$ cat src/rtl/iht_pkg.sv
// ----------------------------------------------------------------------------
// iht_pkg
// Shared types and codes for the interrupt handler table.
// ----------------------------------------------------------------------------
package iht_pkg;

	localparam int MODE_W = 2;
	localparam int LINE_W = 4;
	localparam int HID_W  = 32;
	localparam int KIND_W = 3;

	typedef enum logic [MODE_W-1:0] {
		MODE_REG      = 2'd0,
		MODE_UNREG    = 2'd1,
		MODE_DISPATCH = 2'd2,
		// spare code, the request is taken and dropped
		MODE_UNUSED   = 2'd3
	} mode_t;

	typedef enum logic [KIND_W-1:0] {
		KIND_CALL       = 3'd0,
		KIND_NO_HANDLER = 3'd1,
		KIND_REGISTERED = 3'd2,
		KIND_TABLE_FULL = 3'd3,
		KIND_UNREG_OK   = 3'd4,
		KIND_NOT_REG    = 3'd5
	} kind_t;

endpackage

$ cat src/rtl/iht_if.sv
// ----------------------------------------------------------------------------
// iht_if
// Request and response channels of the interrupt handler table.
// ----------------------------------------------------------------------------
interface iht_req_if;
	import iht_pkg::*;

	logic              valid;
	logic              ready;
	logic [MODE_W-1:0] mode;
	logic [LINE_W-1:0] irq_line;
	logic [HID_W-1:0]  handler_id;

	modport source (output valid, mode, irq_line, handler_id, input ready);
	modport sink   (input valid, mode, irq_line, handler_id, output ready);
endinterface

interface iht_rsp_if;
	import iht_pkg::*;

	logic              valid;
	logic              ready;
	logic [KIND_W-1:0] kind;
	logic [HID_W-1:0]  out_handler;
	logic [LINE_W-1:0] out_line;
	logic              last;

	modport source (output valid, kind, out_handler, out_line, last, input ready);
	modport sink   (input valid, kind, out_handler, out_line, last, output ready);
endinterface

$ cat src/rtl/interrupt_handler_table.sv
// ----------------------------------------------------------------------------
// interrupt_handler_table: register, unregister and dispatch of handler ids
// flow: the request beat reads the row, ST_LOAD registers the slot mask, ST_EMIT loads the response
// one request is taken at a time; dispatch emits one beat per filled slot, the others one beat
// a stalled response beat holds the engine
// reset: all lines read as empty at once (row valid flops), no clearing pass
// ----------------------------------------------------------------------------
module interrupt_handler_table #(
	parameter int NUM_LINES      = 16,
	parameter int SLOTS_PER_LINE = 8,
	parameter int ID_WIDTH       = 32
) (
	input  logic      clk,
	input  logic      arst_n,
	iht_req_if.sink   req,
	iht_rsp_if.source rsp
);
	import iht_pkg::*;

	// one memory row holds all slots of one interrupt line
	localparam int ROW_BITS = SLOTS_PER_LINE * ID_WIDTH;
	localparam int ROW_W    = (NUM_LINES > 1) ? $clog2(NUM_LINES) : 1;

	typedef enum logic [1:0] {
		ST_IDLE,
		ST_LOAD,
		ST_EMIT
	} state_t;

	// row storage, one synchronous read port and one write port
	logic [ROW_BITS-1:0]       mem_q [NUM_LINES];
	logic [ROW_BITS-1:0]       row_s1;
	logic                      vld_s1;
	// a row never written since reset reads as all empty
	logic [NUM_LINES-1:0]      row_vld_q;

	state_t                    state_q;
	mode_t                     mode_q;
	logic [LINE_W-1:0]         line_q;
	logic [ID_WIDTH-1:0]       id_q;
	logic [ROW_W-1:0]          addr_q;
	logic                      line_ok_q;
	logic [SLOTS_PER_LINE-1:0] mask_q;

	logic                      out_valid_q;
	kind_t                     kind_q;
	logic [HID_W-1:0]          handler_q;
	logic [LINE_W-1:0]         out_line_q;
	logic                      last_q;

	logic                      rd_en;
	logic [ROW_W+LINE_W-1:0]   line_ext;
	logic [ROW_W-1:0]          rd_addr;
	logic                      line_ok;
	logic [ID_WIDTH+HID_W-1:0] in_id_ext;
	logic [ID_WIDTH-1:0]       in_id;

	logic [ROW_BITS-1:0]       row_eff;
	logic [SLOTS_PER_LINE-1:0] mask_d;
	logic [SLOTS_PER_LINE-1:0] pick;
	logic [SLOTS_PER_LINE-1:0] rest;
	logic [ID_WIDTH-1:0]       pick_id;
	logic [ROW_BITS-1:0]       wr_row;
	logic                      wr_en;
	logic                      can_load;
	logic                      emit_go;
	logic [ID_WIDTH-1:0]       rsp_id;
	logic [ID_WIDTH+HID_W-1:0] rsp_id_ext;

	// request side: only one item is in flight, taken while the engine idles
	assign req.ready = (state_q == ST_IDLE);
	assign rd_en     = req.valid && req.ready;

	// lines past the table never change it
	assign line_ext  = {{ROW_W{1'b0}}, req.irq_line};
	assign rd_addr   = line_ext[ROW_W-1:0];
	assign line_ok   = (line_ext < (ROW_W+LINE_W)'(NUM_LINES));

	// ids are reduced to the stored width
	assign in_id_ext = {{ID_WIDTH{1'b0}}, req.handler_id};
	assign in_id     = in_id_ext[ID_WIDTH-1:0];

	// read data gated by the row valid flop
	assign row_eff   = vld_s1 ? row_s1 : '0;

	// slot masks: empty slots for register, matching slots for unregister,
	// filled slots for dispatch; compares are independent per slot
	// a line past the table has no usable slot at all
	always_comb begin
		for (int s = 0; s < SLOTS_PER_LINE; s++) begin
			if (!line_ok_q) begin
				mask_d[s] = 1'b0;
			end else begin
				case (mode_q)
					MODE_REG:      mask_d[s] = (row_eff[s*ID_WIDTH +: ID_WIDTH] == '0);
					MODE_UNREG:    mask_d[s] = (row_eff[s*ID_WIDTH +: ID_WIDTH] == id_q);
					MODE_DISPATCH: mask_d[s] = (row_eff[s*ID_WIDTH +: ID_WIDTH] != '0);
					default:       mask_d[s] = 1'b0;
				endcase
			end
		end
	end

	// lowest remaining slot, one-hot, and what is left after it
	assign pick = mask_q & (~mask_q + SLOTS_PER_LINE'(1));
	assign rest = mask_q & ~pick;

	// slot select and write-back row built from the one-hot pick
	always_comb begin
		pick_id = '0;
		for (int s = 0; s < SLOTS_PER_LINE; s++) begin
			if (pick[s]) begin
				pick_id = pick_id | row_eff[s*ID_WIDTH +: ID_WIDTH];
				wr_row[s*ID_WIDTH +: ID_WIDTH] = (mode_q == MODE_REG) ? id_q : '0;
			end else begin
				wr_row[s*ID_WIDTH +: ID_WIDTH] = row_eff[s*ID_WIDTH +: ID_WIDTH];
			end
		end
	end

	// the response register is free or drains this cycle
	assign can_load = !out_valid_q || rsp.ready;
	assign emit_go  = (state_q == ST_EMIT) && can_load;

	// register and unregister write back at most once, when they answer with a slot found
	assign wr_en = emit_go && (mask_q != '0) && (mode_q != MODE_DISPATCH);

	assign rsp_id     = (mode_q == MODE_DISPATCH) ? pick_id : id_q;
	assign rsp_id_ext = {{HID_W{1'b0}}, rsp_id};

	// row memory; the write lands before the next request can read
	always_ff @(posedge clk) begin
		if (wr_en) begin
			mem_q[addr_q] <= wr_row;
		end
		if (rd_en) begin
			row_s1 <= mem_q[rd_addr];
		end
	end

	// control engine and response register
	always_ff @(posedge clk or negedge arst_n) begin
		if (!arst_n) begin
			state_q     <= ST_IDLE;
			row_vld_q   <= '0;
			out_valid_q <= 1'b0;
			vld_s1      <= 1'b0;
			mode_q      <= MODE_REG;
			line_q      <= '0;
			id_q        <= '0;
			addr_q      <= '0;
			line_ok_q   <= 1'b0;
			mask_q      <= '0;
			kind_q      <= KIND_CALL;
			handler_q   <= '0;
			out_line_q  <= '0;
			last_q      <= 1'b0;
		end else begin
			// a new beat replaces the one leaving, else the register drains
			if (emit_go) begin
				out_valid_q <= 1'b1;
			end else if (rsp.ready) begin
				out_valid_q <= 1'b0;
			end
			if (wr_en) begin
				row_vld_q[addr_q] <= 1'b1;
			end
			case (state_q)
				ST_IDLE: begin
					// the unused mode is taken and dropped
					if (rd_en && (req.mode != MODE_UNUSED)) begin
						mode_q    <= mode_t'(req.mode);
						line_q    <= req.irq_line;
						id_q      <= in_id;
						addr_q    <= rd_addr;
						line_ok_q <= line_ok;
						vld_s1    <= line_ok && row_vld_q[rd_addr];
						state_q   <= ST_LOAD;
					end
				end
				ST_LOAD: begin
					mask_q  <= mask_d;
					state_q <= ST_EMIT;
				end
				ST_EMIT: begin
					if (can_load) begin
						out_line_q <= line_q;
						case (mode_q)
							MODE_REG: begin
								kind_q    <= (mask_q != '0) ? KIND_REGISTERED : KIND_TABLE_FULL;
								handler_q <= rsp_id_ext[HID_W-1:0];
								last_q    <= 1'b1;
								state_q   <= ST_IDLE;
							end
							MODE_UNREG: begin
								kind_q    <= (mask_q != '0) ? KIND_UNREG_OK : KIND_NOT_REG;
								handler_q <= rsp_id_ext[HID_W-1:0];
								last_q    <= 1'b1;
								state_q   <= ST_IDLE;
							end
							default: begin
								// dispatch: one call beat per filled slot, or a fault
								if (mask_q == '0) begin
									kind_q    <= KIND_NO_HANDLER;
									handler_q <= '0;
									last_q    <= 1'b1;
									state_q   <= ST_IDLE;
								end else begin
									kind_q    <= KIND_CALL;
									handler_q <= rsp_id_ext[HID_W-1:0];
									mask_q    <= rest;
									last_q    <= (rest == '0);
									state_q   <= (rest != '0) ? ST_EMIT : ST_IDLE;
								end
							end
						endcase
					end
				end
				default: begin
					state_q <= ST_IDLE;
				end
			endcase
		end
	end

	assign rsp.valid       = out_valid_q;
	assign rsp.kind        = kind_q;
	assign rsp.out_handler = handler_q;
	assign rsp.out_line    = out_line_q;
	assign rsp.last        = last_q;

endmodule
$ cat src/flat_wrapper.sv
// flat-port wrapper written by rule: the top's interface ports become plain ports
module interrupt_handler_table_flat import iht_pkg::*;
#(
	parameter int NUM_LINES      = 16,
	parameter int SLOTS_PER_LINE = 8,
	parameter int ID_WIDTH       = 32
)
  (clk, arst_n, req_valid, req_mode, req_irq_line, req_handler_id, req_ready, rsp_valid, rsp_kind, rsp_out_handler, rsp_out_line, rsp_last, rsp_ready);
  iht_req_if req_i ();
  iht_rsp_if rsp_i ();
  input  logic clk;
  input  logic arst_n;
  input wire logic [$bits(req_i.valid)-1:0] req_valid;
  input wire logic [$bits(req_i.mode)-1:0] req_mode;
  input wire logic [$bits(req_i.irq_line)-1:0] req_irq_line;
  input wire logic [$bits(req_i.handler_id)-1:0] req_handler_id;
  output wire logic [$bits(req_i.ready)-1:0] req_ready;
  output wire logic [$bits(rsp_i.valid)-1:0] rsp_valid;
  output wire logic [$bits(rsp_i.kind)-1:0] rsp_kind;
  output wire logic [$bits(rsp_i.out_handler)-1:0] rsp_out_handler;
  output wire logic [$bits(rsp_i.out_line)-1:0] rsp_out_line;
  output wire logic [$bits(rsp_i.last)-1:0] rsp_last;
  input wire logic [$bits(rsp_i.ready)-1:0] rsp_ready;
  assign req_i.valid = req_valid;
  assign req_i.mode = req_mode;
  assign req_i.irq_line = req_irq_line;
  assign req_i.handler_id = req_handler_id;
  assign req_ready = req_i.ready;
  assign rsp_valid = rsp_i.valid;
  assign rsp_kind = rsp_i.kind;
  assign rsp_out_handler = rsp_i.out_handler;
  assign rsp_out_line = rsp_i.out_line;
  assign rsp_last = rsp_i.last;
  assign rsp_i.ready = rsp_ready;
  interrupt_handler_table #(.NUM_LINES(NUM_LINES), .SLOTS_PER_LINE(SLOTS_PER_LINE), .ID_WIDTH(ID_WIDTH)) u_core (.clk(clk), .arst_n(arst_n), .req(req_i), .rsp(rsp_i));
endmodule
$ cat config.mk
export PLATFORM = sky130hd
export DESIGN_NAME = interrupt_handler_table_flat
export DESIGN_NICKNAME = d
export VERILOG_FILES = /design/src/rtl/iht_pkg.sv /design/src/rtl/iht_if.sv /design/src/rtl/interrupt_handler_table.sv /design/src/flat_wrapper.sv
export SDC_FILE = /design/constraint.sdc
export NUM_CORES = 2
export LEC_CHECK = 0
export BUFFER_PORTS_ARGS = -buffer_cell sky130_fd_sc_hd__buf_2
export CORE_MARGIN = 10
export CORE_UTILIZATION = 25
export DETAILED_ROUTE_END_ITERATION = 10
export GPL_ROUTABILITY_DRIVEN = 0
export HOLD_SLACK_MARGIN = 0.08
export PLACE_DENSITY_LB_ADDON = 0.12
export SLEW_MARGIN = 20
export SYNTH_ARGS = -nofsm -noshare
export SYNTH_HDL_FRONTEND = slang
export SYNTH_SLANG_ARGS = --single-unit
$ cat constraint.sdc
create_clock -name clk -period 26.7 [get_ports clk]
set_input_delay 2.67 -clock clk [delete_from_list [all_inputs] [get_ports clk]]
set_output_delay 2.67 -clock clk [all_outputs]
set_load 0.02 [all_outputs]
# == Word level (Yosys, flattened, before mapping) ==
# Memories as Yosys holds them, arrays and structs flattened. A register that Yosys moved wholly into a read port is not among the register bits.
# Index checks and enable logic that the tools add are counted.
# word_totals
mem_bits_rw,4096
output_inout_bits,42
register_bits,107
memories,1
word_cells,148
input_bits,42
# memory_table
memory,words,word_bits,rd,rd_clocked_by_memory_dff,wr,line_no,rtl
u_core.mem_q,16,256,1,1,1,interrupt_handler_table.sv:31,logic [ROW_BITS-1:0] mem_q [NUM_LINES];
# classes
mux,61
bitwise_logic,12
magnitude_cmp,4
addsub,1
n_reduce_logical,38
eq_ne,18
# op_table
operator,count
two-way mux 32 bit,20
== test 32 bit,8
logical NOT 32 bit,8
two-way mux 256 bit,1
nonzero test 32 bit,8
bitwise OR 32 bit,7
two-way mux 8 bit,3
one-hot mux 1 bit (3 select lines),8
two-way mux 1 bit,19
bitwise AND 8 bit,2
logical NOT 8 bit,2
NOT 8 bit,2
bitwise OR 16 bit,1
one-hot mux 8 bit (2 select lines),1
nonzero test 8 bit,2
"less-than comparator 4 x 5 -> 1 bit, second input constant",3
two-way mux 2 bit,5
"inequality test 2 bit, second input constant",5
"adder 8 x 1 -> 8 bit, second input constant",1
logical AND 1 bit,7
one-hot mux 2 bit (3 select lines),1
one-hot mux 3 bit (2 select lines),1
AND reduction 2 bit,3
binary-select mux 1 bit (select 4 bit),1
11 further kinds,15

# == Longest topological paths before layout ==
# depth
depth_word,21
ltp_mapped,10
mapped_depth_nobuf,6

# == Worst setup path before layout ==
# Ideal clock, no wire load.
# synth_timing
path_type,input -> register
start,input port rsp_ready
end,"memory u_core.mem_q[3][0] (netlist bit), enable pin"
setup_ns,1.189
n_path_buf,1
t_required_ns,25.511
slack_ns,4.835
arrival_time_ns,20.676
stages,6
path_cell_list,nand2b_1 -> nand2_1 -> clkbuf_1 -> nor3_1 -> nand3_1 -> nor3_1
# synth_between
elab_chain_cells,6
# synth_rtl
element,line_no,rtl
from (decl),flat_wrapper.sv:23,input wire logic [$bits(rsp_i.ready)-1:0] rsp_ready;
logical OR 1 bit,interrupt_handler_table.sv:122,assign can_load = !out_valid_q || rsp.ready;
logical AND 1 bit,interrupt_handler_table.sv:123,assign emit_go = (state_q == ST_EMIT) && can_load;
logical AND 1 bit (2 in a row),interrupt_handler_table.sv:126,assign wr_en = emit_go && (mask_q != '0) && (mode_q != MODE_DISPATCH);
two-way mux 1 bit,interrupt_handler_table.sv:133,if (wr_en) begin
two-way mux 1 bit (implied by the code),interrupt_handler_table.sv:134,mem_q[addr_q] <= wr_row;
to (decl),interrupt_handler_table.sv:31,
# Every way passes these cells.

==> flow_metrics.tcl <==
set metrics [dict create \
    status "completed" \
    criticalPathCategory "in -> reg" \
    track_usage_pct 16.9 \
    rsz0062_at_grt "false" \
    hold_path_depth 1 \
    stdcell_count 18300 \
    cts_tree "built" \
    fmax_ghz 0.127 \
    final_cell_mix "edfxtp_1, mux4_2, clkbuf_16, buf_4, nand3_1" \
    die_h_um 859 \
    r2r-end "u_core.mem_q[14][45]$_DFFE_PP_" \
    post_drt_wl_per_cell_um 35.1 \
    fp.dieArea_mm2 0.738 \
    final_net_count 8639 \
    irDropWorstVdd_mv 0.110 \
    grt_pass1_wl_mm 868 \
    ios 84 \
    initial_core_util_pct 25.0 \
    synthFlopType "edfxtp_1" \
    min_to "u_core.row_vld_q[3]$_DFFE_PN0P_" \
    r2r.worst_path.cells 8 \
    yosysUniqueCellTypes 79 \
    drt_iter0_markers 10200 \
    slew_headroom_pct 16.6 \
    hold_viol_final 0 \
    finalCriticalPeriod_ns 7.88 \
    synth-edff-count 4352 \
    synth_area_per_cell_um2 21.5 \
    setup_viol 0 \
    dp_cells 17400 \
    antenna_found_initial 67 \
    multi_input_area_mm2 0.0407 \
    drtPass1Iterations 10 \
    p_per_area_mw_per_mm2 95.7 \
    layout-drive-gt1-share_pct 28.5 \
    hp-start "u_core.row_vld_q[3]$_DFFE_PN0P_" \
    clk_latency_ns 1.07 \
    hpwl_mm 362 \
    grt-ovfl-total 0 \
    clkTransAtPathRegs_ns 0.07 \
    avgViaCountPerCell 5.00 \
    r2r_slack_ns 20.57 \
    worstSetupStartpointType "primary input" \
    cp.required_ns 27.48 \
    dr_total_vias 91500 \
    regArea_mm2 0.133 \
    yosys_warnings 0 \
    numCtsBuffers 525 \
    worst_pin_slew_ns 1.25 \
    end_kind "flop" \
    arrival_ns 8.65 \
    synthCells 8170 \
    core-area_mm2 0.703 \
    area_growth_pct 16.7 \
    synth-seq-area-share_pct 75.8 \
    fill_cells 68300 \
    crit-reg2reg-launch "u_core.mask_q[0]$_DFFE_PN0P_" \
    ant_nets 0 \
    cts-hold-fix-buffers 0 \
    grt_max_degree 129 \
    ctsResizeCount 0 \
    drv_cap 0 \
    clock_sinks 4459 \
    skew_ns 0.0621 \
    drc_errors 0 \
    hp-class "reg -> reg" \
    slew_viol_final 0 \
    finalCritPeriodShare_pct 29.5 \
    rows 308 \
    drt_wl_total_mm 642 \
    cts_setup_buffers 0 \
    path_max_fanout 128 \
    grt_pass1_vias 95700 \
    fin_setup_tns_ns 0 \
    clockRootBuffer "clkbuf_16" \
    port_buffers 83 \
    ys_seq_elements 4459 \
    netlist_area_mm2 0.176 \
    htreeDepth 6 \
    synthArstFlopShare_pct 2.40 \
    cts_buffer_depth 4 \
    leakage_nw 63.1 \
    cp-startpoint "req_irq_line[1]" \
    layout_commonest_cell "edfxtp_1" \
    die_width_um 859 \
    syn_nets 8212 \
]
## critical path: stages
cell	delay, ns
buf_8	0.64
buf_4	0.84
buf_4	0.88
buf_4	0.74
buf_4	0.70
buf_12	0.59
mux4_2	0.43
nor2b_1	0.16
a211oi_1	0.35
a21oi_1	0.06
## how the worst max path moves through the flow
stage                                               to  cells after the start
after detailed placement  u_core.row_s1[239]$_DFFE_PP_                     10
after global routing       u_core.row_s1[72]$_DFFE_PP_                     10
after floorplan           u_core.mem_q[3][0]$_DFFE_PP_                      6
after global placement    u_core.row_s1[239]$_DFFE_PP_                     10
after CTS                 u_core.row_s1[239]$_DFFE_PP_                     10
final                      u_core.row_s1[72]$_DFFE_PP_                     10
## Yosys cell counts (14+ instances only)
| master | instances | share of area (%) |
|---|---|---|
| o21ai_1 | 68 | 0.19 |
| a32oi_1 | 17 | 0.085 |
| buf_1 | 56 | 0.12 |
| o22ai_1 | 55 | 0.20 |
| nand3_1 | 211 | 0.60 |
| nor4_1 | 86 | 0.31 |
| xnor2_1 | 50 | 0.25 |
| edfxtp_1 | 4352 | 74 |
| a21oi_1 | 76 | 0.22 |
| mux2_2 | 42 | 0.27 |
| nor2_1 | 128 | 0.27 |
| o21ai_0 | 245 | 0.70 |
| nor3_1 | 30 | 0.085 |
| or2_1 | 19 | 0.068 |
| xor2_1 | 20 | 0.10 |
| a222oi_1 | 39 | 0.22 |
| a31oi_1 | 47 | 0.17 |
| mux2i_1 | 22 | 0.13 |
| nand2b_1 | 26 | 0.092 |
| clkbuf_1 | 328 | 0.70 |
| inv_1 | 40 | 0.085 |
| nor4bb_1 | 25 | 0.14 |
| buf_2 | 133 | 0.38 |
| dfrtp_1 | 107 | 1.5 |
| a2bb2oi_1 | 19 | 0.095 |
| a211oi_1 | 24 | 0.10 |
| or4_1 | 14 | 0.060 |
| mux4_2 | 1263 | 16 |
| nand4_1 | 27 | 0.096 |
| a31o_2 | 71 | 0.35 |
| a22o_1 | 21 | 0.10 |
| a22oi_1 | 44 | 0.19 |
| o31ai_1 | 19 | 0.081 |
| nand2_1 | 203 | 0.43 |
| a221oi_1 | 19 | 0.095 |
| nor2b_1 | 62 | 0.22 |
| a2111oi_0 | 22 | 0.11 |
| a32o_1 | 30 | 0.17 |
## power by group
group | internal (W) | total (W) | leakage (nW) | switching [W]
Combinational | 0.000848 | 0.00354 | 13.8 | 0.00269
Clock | 0.00392 | 0.00685 | 7.82 | 0.00293
Sequential | 0.00871 | 0.00927 | 41.4 | 0.000560
## through the flow
stage / util, % / power (W) / hold WS (ns) / cell area (um2) / worst slack, ns
finish: 29.2 / 0.0197 / 0.459 / 205000 / 18.82
global route: 29.2 / 0.0203 / 0.472 / 205000 / 18.60
CTS: 29.2 / 0.0199 / 0.466 / 205000 / 18.89
detailed placement: 26.9 / 0.0129 / 0.448 / 189000 / 17.68
global placement: 26.9 / 0.0129 / 0.445 / 189000 / 17.59
floorplan: - / 0.0109 / 0.428 / 176000 / 4.83
## state kept, by name, summed over array words and instances (netlist names), 2 cells and up
name and count:
u_core.id_q 32, u_core.state_q 2, u_core.line_q 4, u_core.mode_q 2
u_core.mask_q 8, u_core.rsp.kind 3, u_core.rsp.out_line 4, u_core.row_s1 256
u_core.mem_q 4096, u_core.rsp.out_handler 32, u_core.row_vld_q 16
## logic make-up (layout without fill, tap and decap cells)
logic type,after synthesis,after routing,share of synthesized area [%]
flip-flops,4459,4459,75.8
multiplexers,1327,1327,16.6
AND/OR/NAND/NOR,878,878,2.61
AO/OA/AOI/OAI,865,865,3.34
buffers and inverters,570,1389,1.33
XOR/XNOR,70,70,0.348
adder cells (fa/ha/maj),1,1,0.00569
other,0,12,0
## per-layer routing
layer  wire [um]  GRT usage (%)  up-vias
met3       36500           2.94      954
li1            -              -    35900
met5          13              0        -
met2      303000           27.4     3361
met1      284000           23.4    51300
met4       19200           4.62        2
## area by class of cell
class | instances | share of cell area [%]
clock inverter | 244 | 1.06
multi-input combinational | 3141 | 19.8
tap | 9300 | 5.67
sequential | 4459 | 65.0
clock buffer | 675 | 6.80
antenna | 12 | 0.0146
timing repair buffer | 423 | 1.62
inverter | 47 | 0.0896
Note: power is estimated with default switching activity, not from simulation.
